`src/rtl/sof_pkg.sv`:
```
package sof_pkg;

	localparam int NUM_SENSORS = 4;
	localparam int SAMPLE_BITS = 10;
	localparam int LIMIT_BITS = 18;
	localparam logic [LIMIT_BITS-1:0] LIMIT_RESET = LIMIT_BITS'(30000);

	// The variance limit is scaled by 64 before it is compared.
	localparam int LIMIT_SHIFT = 6;

	typedef struct packed {
		logic spread_alarm;
		logic [NUM_SENSORS-1:0] low_flags;
		logic [NUM_SENSORS-1:0] high_flags;
	} result_t;

	localparam int RESULT_BITS = $bits(result_t);
	localparam int OUT_DATA_BITS = ((RESULT_BITS + 7) / 8) * 8;

endpackage

```
`src/rtl/sof_dev.sv`:
```
// Stages one and two: the sum of the readings, then each reading's
// deviation 4*x - S split into magnitude and sign.
module sof_dev #(
	parameter int SAMPLE_BITS = sof_pkg::SAMPLE_BITS
) (
	input  logic clk,
	input  logic arst_n,
	input  logic in_valid,
	output logic in_ready,
	input  logic [sof_pkg::NUM_SENSORS-1:0][SAMPLE_BITS-1:0] sample,
	output logic out_valid,
	input  logic out_ready,
	output logic [sof_pkg::NUM_SENSORS-1:0][SAMPLE_BITS+1:0] mag,
	output logic [sof_pkg::NUM_SENSORS-1:0] pos,
	output logic [sof_pkg::NUM_SENSORS-1:0] neg
);

	localparam int SUM_BITS = SAMPLE_BITS + 2;
	localparam int DEV_BITS = SAMPLE_BITS + 3;

	logic v_s1, v_s2;
	logic en_s1, en_s2;
	logic [sof_pkg::NUM_SENSORS-1:0][SAMPLE_BITS-1:0] x_s1;
	logic [SUM_BITS-1:0] sum_s1;
	logic [SUM_BITS-1:0] sum_in;
	logic [sof_pkg::NUM_SENSORS-1:0][SAMPLE_BITS+1:0] mag_s2;
	logic [sof_pkg::NUM_SENSORS-1:0] pos_s2, neg_s2;
	logic [sof_pkg::NUM_SENSORS-1:0][SAMPLE_BITS+1:0] mag_next;
	logic [sof_pkg::NUM_SENSORS-1:0] pos_next, neg_next;

	assign en_s2 = !v_s2 || out_ready;
	assign en_s1 = !v_s1 || en_s2;
	assign in_ready = en_s1;

	always_comb begin
		sum_in = '0;
		for (int i = 0; i < sof_pkg::NUM_SENSORS; i++) begin
			sum_in = sum_in + SUM_BITS'(sample[i]);
		end
	end

	always_comb begin
		logic signed [DEV_BITS-1:0] d;
		logic [DEV_BITS-1:0] a;
		for (int i = 0; i < sof_pkg::NUM_SENSORS; i++) begin
			d = $signed({1'b0, x_s1[i], 2'b00}) - $signed({1'b0, sum_s1});
			a = d[DEV_BITS-1] ? DEV_BITS'(-d) : DEV_BITS'(d);
			mag_next[i] = a[SAMPLE_BITS+1:0];
			neg_next[i] = d[DEV_BITS-1];
			pos_next[i] = !d[DEV_BITS-1] && (d != '0);
		end
	end

	always_ff @(posedge clk or negedge arst_n) begin
		if (!arst_n) begin
			v_s1 <= 1'b0;
			v_s2 <= 1'b0;
		end else begin
			if (en_s1) begin
				v_s1 <= in_valid;
			end
			if (en_s2) begin
				v_s2 <= v_s1;
			end
		end
	end

	always_ff @(posedge clk) begin
		if (en_s1 && in_valid) begin
			x_s1 <= sample;
			sum_s1 <= sum_in;
		end
		if (en_s2 && v_s1) begin
			mag_s2 <= mag_next;
			pos_s2 <= pos_next;
			neg_s2 <= neg_next;
		end
	end

	assign out_valid = v_s2;
	assign mag = mag_s2;
	assign pos = pos_s2;
	assign neg = neg_s2;

endmodule

```
`src/rtl/sof_square.sv`:
```
// Stages three and four: the square of each deviation, then the sum of
// the four squares.
module sof_square #(
	parameter int SAMPLE_BITS = sof_pkg::SAMPLE_BITS
) (
	input  logic clk,
	input  logic arst_n,
	input  logic in_valid,
	output logic in_ready,
	input  logic [sof_pkg::NUM_SENSORS-1:0][SAMPLE_BITS+1:0] mag,
	input  logic [sof_pkg::NUM_SENSORS-1:0] pos,
	input  logic [sof_pkg::NUM_SENSORS-1:0] neg,
	output logic out_valid,
	input  logic out_ready,
	output logic [sof_pkg::NUM_SENSORS-1:0][2*SAMPLE_BITS+3:0] sq,
	output logic [2*SAMPLE_BITS+5:0] sq_sum,
	output logic [sof_pkg::NUM_SENSORS-1:0] pos_out,
	output logic [sof_pkg::NUM_SENSORS-1:0] neg_out
);

	localparam int SQ_BITS = 2 * SAMPLE_BITS + 4;
	localparam int SQS_BITS = SQ_BITS + 2;

	logic v_s3, v_s4;
	logic en_s3, en_s4;
	logic [sof_pkg::NUM_SENSORS-1:0][SQ_BITS-1:0] sq_s3, sq_s4;
	logic [sof_pkg::NUM_SENSORS-1:0] pos_s3, neg_s3, pos_s4, neg_s4;
	logic [SQS_BITS-1:0] sq_sum_s4;
	logic [SQS_BITS-1:0] sum_next;
	logic [sof_pkg::NUM_SENSORS-1:0][SQ_BITS-1:0] sq_next;

	assign en_s4 = !v_s4 || out_ready;
	assign en_s3 = !v_s3 || en_s4;
	assign in_ready = en_s3;

	always_comb begin
		for (int i = 0; i < sof_pkg::NUM_SENSORS; i++) begin
			sq_next[i] = SQ_BITS'(mag[i]) * SQ_BITS'(mag[i]);
		end
	end

	always_comb begin
		sum_next = '0;
		for (int i = 0; i < sof_pkg::NUM_SENSORS; i++) begin
			sum_next = sum_next + SQS_BITS'(sq_s3[i]);
		end
	end

	always_ff @(posedge clk or negedge arst_n) begin
		if (!arst_n) begin
			v_s3 <= 1'b0;
			v_s4 <= 1'b0;
		end else begin
			if (en_s3) begin
				v_s3 <= in_valid;
			end
			if (en_s4) begin
				v_s4 <= v_s3;
			end
		end
	end

	always_ff @(posedge clk) begin
		if (en_s3 && in_valid) begin
			sq_s3 <= sq_next;
			pos_s3 <= pos;
			neg_s3 <= neg;
		end
		if (en_s4 && v_s3) begin
			sq_s4 <= sq_s3;
			sq_sum_s4 <= sum_next;
			pos_s4 <= pos_s3;
			neg_s4 <= neg_s3;
		end
	end

	assign out_valid = v_s4;
	assign sq = sq_s4;
	assign sq_sum = sq_sum_s4;
	assign pos_out = pos_s4;
	assign neg_out = neg_s4;

endmodule

```
`src/rtl/sof_judge.sv`:
```
// Stage five: the spread alarm and the per-sensor band checks, held in
// the output register until the receiver takes the word.
module sof_judge #(
	parameter int SAMPLE_BITS = sof_pkg::SAMPLE_BITS
) (
	input  logic clk,
	input  logic arst_n,
	input  logic in_valid,
	output logic in_ready,
	input  logic [sof_pkg::NUM_SENSORS-1:0][2*SAMPLE_BITS+3:0] sq,
	input  logic [2*SAMPLE_BITS+5:0] sq_sum,
	input  logic [sof_pkg::NUM_SENSORS-1:0] pos,
	input  logic [sof_pkg::NUM_SENSORS-1:0] neg,
	input  logic [sof_pkg::LIMIT_BITS-1:0] limit,
	output logic out_valid,
	input  logic out_ready,
	output sof_pkg::result_t result
);

	localparam int SQS_BITS = 2 * SAMPLE_BITS + 6;
	localparam int LIM_BITS = sof_pkg::LIMIT_BITS + sof_pkg::LIMIT_SHIFT;
	localparam int CMP_BITS = (SQS_BITS > LIM_BITS) ? SQS_BITS : LIM_BITS;

	logic v_s5;
	logic en_s5;
	sof_pkg::result_t res_s5;
	sof_pkg::result_t res_next;
	logic alarm;
	logic [sof_pkg::NUM_SENSORS-1:0] wide;

	assign en_s5 = !v_s5 || out_ready;
	assign in_ready = en_s5;

	assign alarm = CMP_BITS'(sq_sum) > CMP_BITS'({limit, {sof_pkg::LIMIT_SHIFT{1'b0}}});

	// A sensor is outside the band when 4*d^2 exceeds the sum of all d^2.
	always_comb begin
		for (int i = 0; i < sof_pkg::NUM_SENSORS; i++) begin
			wide[i] = {sq[i], 2'b00} > sq_sum;
		end
		res_next.spread_alarm = alarm;
		res_next.high_flags = alarm ? (wide & pos) : '0;
		res_next.low_flags = alarm ? (wide & neg) : '0;
	end

	always_ff @(posedge clk or negedge arst_n) begin
		if (!arst_n) begin
			v_s5 <= 1'b0;
		end else if (en_s5) begin
			v_s5 <= in_valid;
		end
	end

	always_ff @(posedge clk) begin
		if (en_s5 && in_valid) begin
			res_s5 <= res_next;
		end
	end

	assign out_valid = v_s5;
	assign result = res_s5;

	a_flags_need_alarm: assert property (@(posedge clk) disable iff (!arst_n)
		v_s5 && !res_s5.spread_alarm |-> (res_s5.high_flags == '0) && (res_s5.low_flags == '0))
		else $error("band flag set without spread alarm");

	a_flags_disjoint: assert property (@(posedge clk) disable iff (!arst_n)
		v_s5 |-> (res_s5.high_flags & res_s5.low_flags) == '0)
		else $error("sensor flagged both high and low");

	// Deviations sum to zero, so not every sensor can sit on the same side.
	a_not_all_one_side: assert property (@(posedge clk) disable iff (!arst_n)
		v_s5 |-> ($countones(res_s5.high_flags) < sof_pkg::NUM_SENSORS) &&
			($countones(res_s5.low_flags) < sof_pkg::NUM_SENSORS))
		else $error("all sensors flagged on one side");

endmodule

```
`src/rtl/sensor_outlier_flagger.sv`:
```
// One-sigma outlier check over four sensor readings.
//
// While s_tready is high the s_ channel takes one word per cycle, holding four
// readings; the m_ channel returns one word per input word with the high and
// low band flags and the spread alarm. Words are taken when tvalid and tready
// are both high. The user writes the variance limit through cfg_we / cfg_wdata
// only while the block is idle, which it does not enforce; it resets to 30000.
//
// Five register stages: sum, deviation, square, sum of squares, compare. The
// accepting edge loads the first, and each word then passes through the others
// in that order to the m_ channel. Throughput is one word per cycle when the
// receiver keeps m_tready high.
//
// When the receiver stalls, the output register holds its word and each
// stage keeps its contents; empty stages still fill, so s_tready falls only
// once all five stages hold a word. Reset clears every valid bit and
// restores the limit; no words are in flight after reset.
module sensor_outlier_flagger #(
	parameter int SAMPLE_BITS = sof_pkg::SAMPLE_BITS
) (
	input  logic clk,
	input  logic arst_n,
	input  logic s_tvalid,
	output logic s_tready,
	// sample_a, sample_b, sample_c, sample_d, then zero fill
	input  logic [((sof_pkg::NUM_SENSORS*SAMPLE_BITS+7)/8)*8-1:0] s_tdata,
	output logic m_tvalid,
	input  logic m_tready,
	// high_flags, low_flags, spread_alarm, then zero fill
	output logic [sof_pkg::OUT_DATA_BITS-1:0] m_tdata,
	input  logic cfg_we,
	input  logic [sof_pkg::LIMIT_BITS-1:0] cfg_wdata
);

	localparam int NS = sof_pkg::NUM_SENSORS;

	logic [sof_pkg::LIMIT_BITS-1:0] limit_q;
	logic [NS-1:0][SAMPLE_BITS-1:0] sample;
	logic dev_valid, dev_ready;
	logic [NS-1:0][SAMPLE_BITS+1:0] mag;
	logic [NS-1:0] pos, neg;
	logic sqr_valid, sqr_ready;
	logic [NS-1:0][2*SAMPLE_BITS+3:0] sq;
	logic [2*SAMPLE_BITS+5:0] sq_sum;
	logic [NS-1:0] sq_pos, sq_neg;
	sof_pkg::result_t result;

	always_ff @(posedge clk or negedge arst_n) begin
		if (!arst_n) begin
			limit_q <= sof_pkg::LIMIT_RESET;
		end else if (cfg_we) begin
			limit_q <= cfg_wdata;
		end
	end

	always_comb begin
		for (int i = 0; i < NS; i++) begin
			sample[i] = s_tdata[i*SAMPLE_BITS +: SAMPLE_BITS];
		end
	end

	sof_dev #(
		.SAMPLE_BITS(SAMPLE_BITS)
	) u_dev (
		.clk(clk),
		.arst_n(arst_n),
		.in_valid(s_tvalid),
		.in_ready(s_tready),
		.sample(sample),
		.out_valid(dev_valid),
		.out_ready(dev_ready),
		.mag(mag),
		.pos(pos),
		.neg(neg)
	);

	sof_square #(
		.SAMPLE_BITS(SAMPLE_BITS)
	) u_square (
		.clk(clk),
		.arst_n(arst_n),
		.in_valid(dev_valid),
		.in_ready(dev_ready),
		.mag(mag),
		.pos(pos),
		.neg(neg),
		.out_valid(sqr_valid),
		.out_ready(sqr_ready),
		.sq(sq),
		.sq_sum(sq_sum),
		.pos_out(sq_pos),
		.neg_out(sq_neg)
	);

	sof_judge #(
		.SAMPLE_BITS(SAMPLE_BITS)
	) u_judge (
		.clk(clk),
		.arst_n(arst_n),
		.in_valid(sqr_valid),
		.in_ready(sqr_ready),
		.sq(sq),
		.sq_sum(sq_sum),
		.pos(sq_pos),
		.neg(sq_neg),
		.limit(limit_q),
		.out_valid(m_tvalid),
		.out_ready(m_tready),
		.result(result)
	);

	assign m_tdata = sof_pkg::OUT_DATA_BITS'(result);

endmodule

```
`config.mk`:
```
export PLATFORM = sky130hd
export DESIGN_NAME = sensor_outlier_flagger
export DESIGN_NICKNAME = d
export VERILOG_FILES = /design/src/rtl/sof_pkg.sv /design/src/rtl/sof_dev.sv /design/src/rtl/sof_square.sv /design/src/rtl/sof_judge.sv /design/src/rtl/sensor_outlier_flagger.sv
export SDC_FILE = /design/constraint.sdc
export NUM_CORES = 2
export LEC_CHECK = 0
export ABC_AREA = 1
export BUFFER_PORTS_ARGS = -buffer_cell sky130_fd_sc_hd__buf_2
export CAP_MARGIN = 20
export CORE_UTILIZATION = 35
export CTS_CLUSTER_SIZE = 10
export DETAILED_ROUTE_END_ITERATION = 7
export PLACE_DENSITY = 0.53
export SLEW_MARGIN = 10
export SYNTH_ARGS = -nofsm -noshare
export SYNTH_HDL_FRONTEND = slang
export SYNTH_SLANG_ARGS = --single-unit
export TNS_END_PERCENT = 5
```
`constraint.sdc`:
```
create_clock -name clk -period 7.04 [get_ports clk]
set_input_delay 1.056 -clock clk [delete_from_list [all_inputs] [get_ports clk]]
set_output_delay 1.056 -clock clk [all_outputs]
set_load 0.02 [all_outputs]
```
Yosys cells after proc, flatten, opt, wreduce, memory -nomap -nowiden
Cells that the tools add are included.
W data, S select, Z words.
{"block": "classes", "n_addsub": 14, "eq_ne": 0, "multipliers": 4, "shifts": 0, "n_lt_le_gt_ge": 5, "reduce_logical": 27, "div": 0, "n_mux": 4, "bitwise": 2}
{"cell": "$gt A26 B26 Y1", "n": 4}
{"cell": "$mul A12 B12 Y24", "n": 4}
{"cell": "$add A26 B24 Y26", "n": 2}
{"cell": "$reduce_bool A13 Y1", "n": 4}
{"cell": "$sub A12 B12 Y13", "n": 4}
{"cell": "$mux W12", "n": 4}
{"cell": "$neg A12 Y12", "n": 4}
{"cell": "$gt A26 B24 Y1", "n": 1}
{"cell": "$add A24 B24 Y25", "n": 1}
{"cell": "$add A12 B10 Y12", "n": 2}
{"cell": "$add A10 B10 Y11", "n": 1}
{"cell": "$logic_and A1 B1 Y1", "n": 9}
{"cell": "$logic_not A1 Y1", "n": 9}
{"cell": "$and A4 B4 Y4", "n": 2}
{"cell": "$logic_or A1 B1 Y1", "n": 5}
{"block": "totals", "latchBits": 0, "rom_bits": 0, "ramBits": 0, "regBits": 374, "output_inout_bits": 18, "in_bits": 63, "memories": 0}

Depth between registers and ports, before layout
{"block": "depth", "word_depth": 7, "mapped_depth": 23}

Hierarchy
Synthesis repeated with hierarchy kept, for this count alone.
{"block": "unflattened", "hier_cells": 4643, "hier_area_um2": 38618.3}
{"mod": "sof_square", "area_per_inst_um2": 26555.5, "seq_area_each_um2": 6836.6, "cells_each": 3073, "instances": 1}
{"mod": "sof_dev", "area_per_inst_um2": 7890.1, "seq_area_each_um2": 3203.1, "cells_each": 976, "instances": 1}
{"mod": "sof_judge", "area_per_inst_um2": 3397.0, "seq_area_each_um2": 295.3, "cells_each": 510, "instances": 1}
{"mod": "sensor_outlier_flagger", "area_per_inst_um2": 775.7, "seq_area_each_um2": 459.2, "cells_each": 84, "instances": 1}

Worst setup path after synthesis
OpenSTA, ideal clock, no wires.
{"block": "synth_timing", "path_type": "register -> register", "startpoint": "reg u_dev.mag_s2 (netlist bit u_dev.mag[27])", "endpoint": "reg u_square.sq_s3[65] (netlist bit) (data pin)", "t_required_ns": 6.788, "path_slack_ns": 2.062, "stages_incl_launch_ff": 23, "synth_period_minus_slack_ns": 4.978, "arrival_ns": 4.726, "path_buffers": 1, "cell_sequence": "edfxtp_1 -> clkbuf_1 -> nand2_1 -> inv_1 -> fa_1 -> fa_1 -> inv_1 -> fa_1 -> inv_1 -> fa_1 -> inv_1 -> fa_1 -> inv_1 -> ha_1 -> nand2_1 -> nand2_1 -> o21bai_1 -> a21oi_1 -> nor2_1 -> o21ai_0 -> nand2_1 -> nand2_1 -> nand2_1"}
{"element": "start: declaration", "line": "sof_dev.sv:26", "rtl": "logic [sof_pkg::NUM_SENSORS-1:0][SAMPLE_BITS+1:0] mag_s2;"}
{"element": "start signal: assignment", "line": "sof_dev.sv:74", "rtl": "mag_s2 <= mag_next;"}
{"element": "end signal: assignment", "line": "sof_square.sv:65", "rtl": "sq_s3 <= sq_next;"}
{"element": "end: declaration", "line": "sof_square.sv:26", "rtl": "logic [sof_pkg::NUM_SENSORS-1:0][SQ_BITS-1:0] sq_s3, sq_s4;"}

==> flow_summary.ini <==
[status]
status = finished clean

[global_route]
grt_pass1_wl_um = 151000
antenna_found_initial = 0
grt_max_degree = 70
grt_pass1_vias = 28113
track_usage_pct = 17.2
grt_overflow_total = 0

[detailed_routing]
wl_per_cell_um = 15.7
first_pass_iters = 8
drc = 0
routed-via-count = 27533
wl_um = 93800
drt_iter0_markers = 1415
viasPerCell = 4.61
ant_nets = 0

[logic_synthesis]
synthAdderAreaFrac_pct = 33.3
synth-main-ff-cell = edfxtp_1
synth_xor_area_share_pct = 3.88
synth_enable_flop_cells = 333
synthArstFlopShare_pct = 6.46
yosysWarnings = 0
synth-compound-area-share_pct = 6.40
synth_top_family_by_area = adder cells
synth-seq-cells = 356
synth-simple-area-share_pct = 17.0
synth_area_per_cell_um2 = 8.54
synthMuxAreaShare_pct = 0.0886
synthesis.area_mm2 = 0.0381
synth.distinct_cells = 47
syn_inst = 4461
ys_seq_area_share_pct = 27.8

[layout]
syn2layout_area_growth_pct = 8.71
drive_gt1_share_pct = 5.21
fillers = 11062
num_antenna_cells = 0
final_cells = 5968
num-nets-final = 5396

[floorplan]
core_mm2 = 0.108
dieWidth_um = 332
die_y_um = 332
rows = 120
fp.dieArea_mm2 = 0.110
initial_core_util_pct = 35.5
io_pins = 81

[timing]
slew_headroom_pct = 30.8
hold_violations = 0
maxSlewViolCount = 0
setup-tns-final_ns = 0
fin_crit_ns = 5.36
tightest_slew_ns = 1.03
finalCritPeriodShare_pct = 76.1
max_freq_ghz = 0.187
finClkSkew_ns = 0.0233
setup_viol = 0
rsz0062_at_grt = no

[setup_path]
start_kind = register
crit_type = register to register
cp.required_ns = 7.39
critPathMaxFanout = 12
critPathArrivalTime_ns = 5.70
endpoint_kind = register

[clocking]
cts_inserted_buffers = 46
post-cts-setup-buffer-count = 0
cts_buffer_depth = 3
ctsHtreeMaxLevel = 2
post_cts_resized = 0
clock_sinks = 356
cts_tree = done
insertion_delay_ns = 0.60
cts_hold_buffers = 0
clkTransAtPathRegs_ns = 0.06
cts_root_buf = clkbuf_16

[run]
maxCapViolCount = 0

[hold_path]
hp-class = register to register

[placement]
gp_congestion = 0.918
hpwl_um = 79100
portBuffers = 73
place_inst = 5887
layout make-up:
| type | count | area, µm² | share of cell area [%] |
|---|---|---|---|
| Multi-Input combinational cell | 2957 | 23200 | 56.0 |
| Clock inverter | 14 | 123 | 0.296 |
| Timing Repair Buffer | 82 | 433 | 1.04 |
| Sequential cell | 356 | 10600 | 25.5 |
| Tap cell | 1403 | 1760 | 4.24 |
| Clock buffer | 67 | 1260 | 3.04 |
| Inverter | 1089 | 4100 | 9.88 |
cells by family after synthesis:
kind of cell             count (synthesis)
multiplexers                             3
XOR/XNOR                               169
buffers and inverters                 1155
other                                    2
adder cells (fa/ha/maj)                801
flip-flops                             356
AO/OA/AOI/OAI                          447
AND/OR/NAND/NOR                       1528
state kept, by name, summed over array words and instances (netlist names), 4 cells and up:
register,flops
u_judge.result,9
u_square.neg_s3,4
u_square.pos_s3,4
u_dev.x_s1,40
u_square.neg_out,4
u_dev.pos,4
u_square.sq_sum,25
u_dev.sum_s1,12
u_dev.neg,4
limit_q,18
u_square.pos_out,4
u_square.sq,89
u_dev.mag,45
u_square.sq_s3,89
placed cells by master, fill, tap and decap left out, types with 14 or more instances in the layout:
cell type and instances:
inv_1 1078, nand2_1 941, ha_1 446, fa_1 355
edfxtp_1 333, nor2_1 236, a21oi_1 235, nand3_1 170
o21ai_0 124, xor2_1 95, xnor2_1 74, buf_2 73
nand4_1 48, clkbuf_16 47, nor3_1 40, nand2_2 21
clkbuf_1 19, nand3b_1 17, dfrtp_1 16, o21bai_1 14
stage by stage:
stage                     hold slack [ns]  utilization, %  area (µm²)  setup WS (ns)
final                               0.416            38.5       41400           1.68
after global routing                0.426            38.5       41400           1.18
after CTS                           0.409            38.5       41400           1.67
after detailed placement            0.405            37.3       40000           1.69
after global placement              0.400            37.3       40000           1.74
after floorplan                     0.400               -       38100           2.06
synth_stat cells, types with 2 or more instances:
cell type	count	area, µm²
fa_1	355	7110
nand2_2	21	131
a21oi_1	235	1180
dfstp_2	7	184
nor2_4	6	67.6
xor2_1	95	832
nor4_1	9	56.3
o21bai_1	14	105
edfxtp_1	333	10000
o2111ai_1	5	43.8
o21ai_2	7	61.3
inv_1	1080	4050
nand2_4	8	90.1
buf_6	3	33.8
nand2_1	941	3530
nor2_1	238	893
clkbuf_1	54	203
o21ai_1	13	65.1
conb_1	2	7.51
nand3b_1	17	128
nand3_2	11	110
mux2_2	3	33.8
nand4_1	48	300
inv_2	8	30.0
a21boi_2	3	33.8
or2_2	8	50.1
buf_4	8	60.1
o21ai_0	124	621
nand3_1	170	851
o21a_1	10	75.1
nor2_2	8	50.1
a21o_1	13	97.6
dfrtp_1	16	400
nand4_2	2	25.0
ha_1	446	5580
nor3_1	40	200
o211ai_1	4	30.0
a21boi_0	4	30.0
xnor2_1	74	648
a31oi_1	11	68.8
path summary, 6_finish.rpt:
check,startpoint,endpoint,slack (ns),depth (start not counted)
setup / recovery,u_dev.mag[30],u_square.sq_s3[65],1.68,21
hold / removal,u_dev.neg[1],u_square.neg_s3[1],0.42,0
setup reg to reg,u_dev.mag[30],u_square.sq_s3[65],1.68,21
hold reg to reg,u_dev.neg[1],u_square.neg_s3[1],0.42,0
max in group asynchronous,arst_n,u_dev.out_valid,6.07,1
min in group asynchronous,arst_n,limit_q[6],0.51,1
critical path, cell delays in order (launching register included):
cell	delay, ns
edfxtp_1	0.70
nand2_1	0.17
inv_1	0.11
fa_1	0.43
fa_1	0.52
inv_1	0.05
fa_1	0.47
inv_1	0.05
fa_1	0.52
inv_1	0.05
fa_1	0.53
inv_1	0.04
ha_1	0.34
nand2_1	0.08
nand2_1	0.07
o21bai_1	0.18
a21oi_1	0.27
nor2_1	0.10
o21ai_0	0.23
nand2_1	0.08
nand2_1	0.06
nand2_1	0.04
routing by layer:
metal  wire, µm  vias to the layer above  GRT usage (%)
li1           -                    14123              -
met1      44200                    12857           23.1
met2      43900                      449           29.3
met3       3030                      104           1.66
met4       2770                        0           5.15
met5          0                        -              0
Power is left out: the tool's default activity adds up to more than one toggle a clock period on the data nets, which glitch-free logic cannot reach.
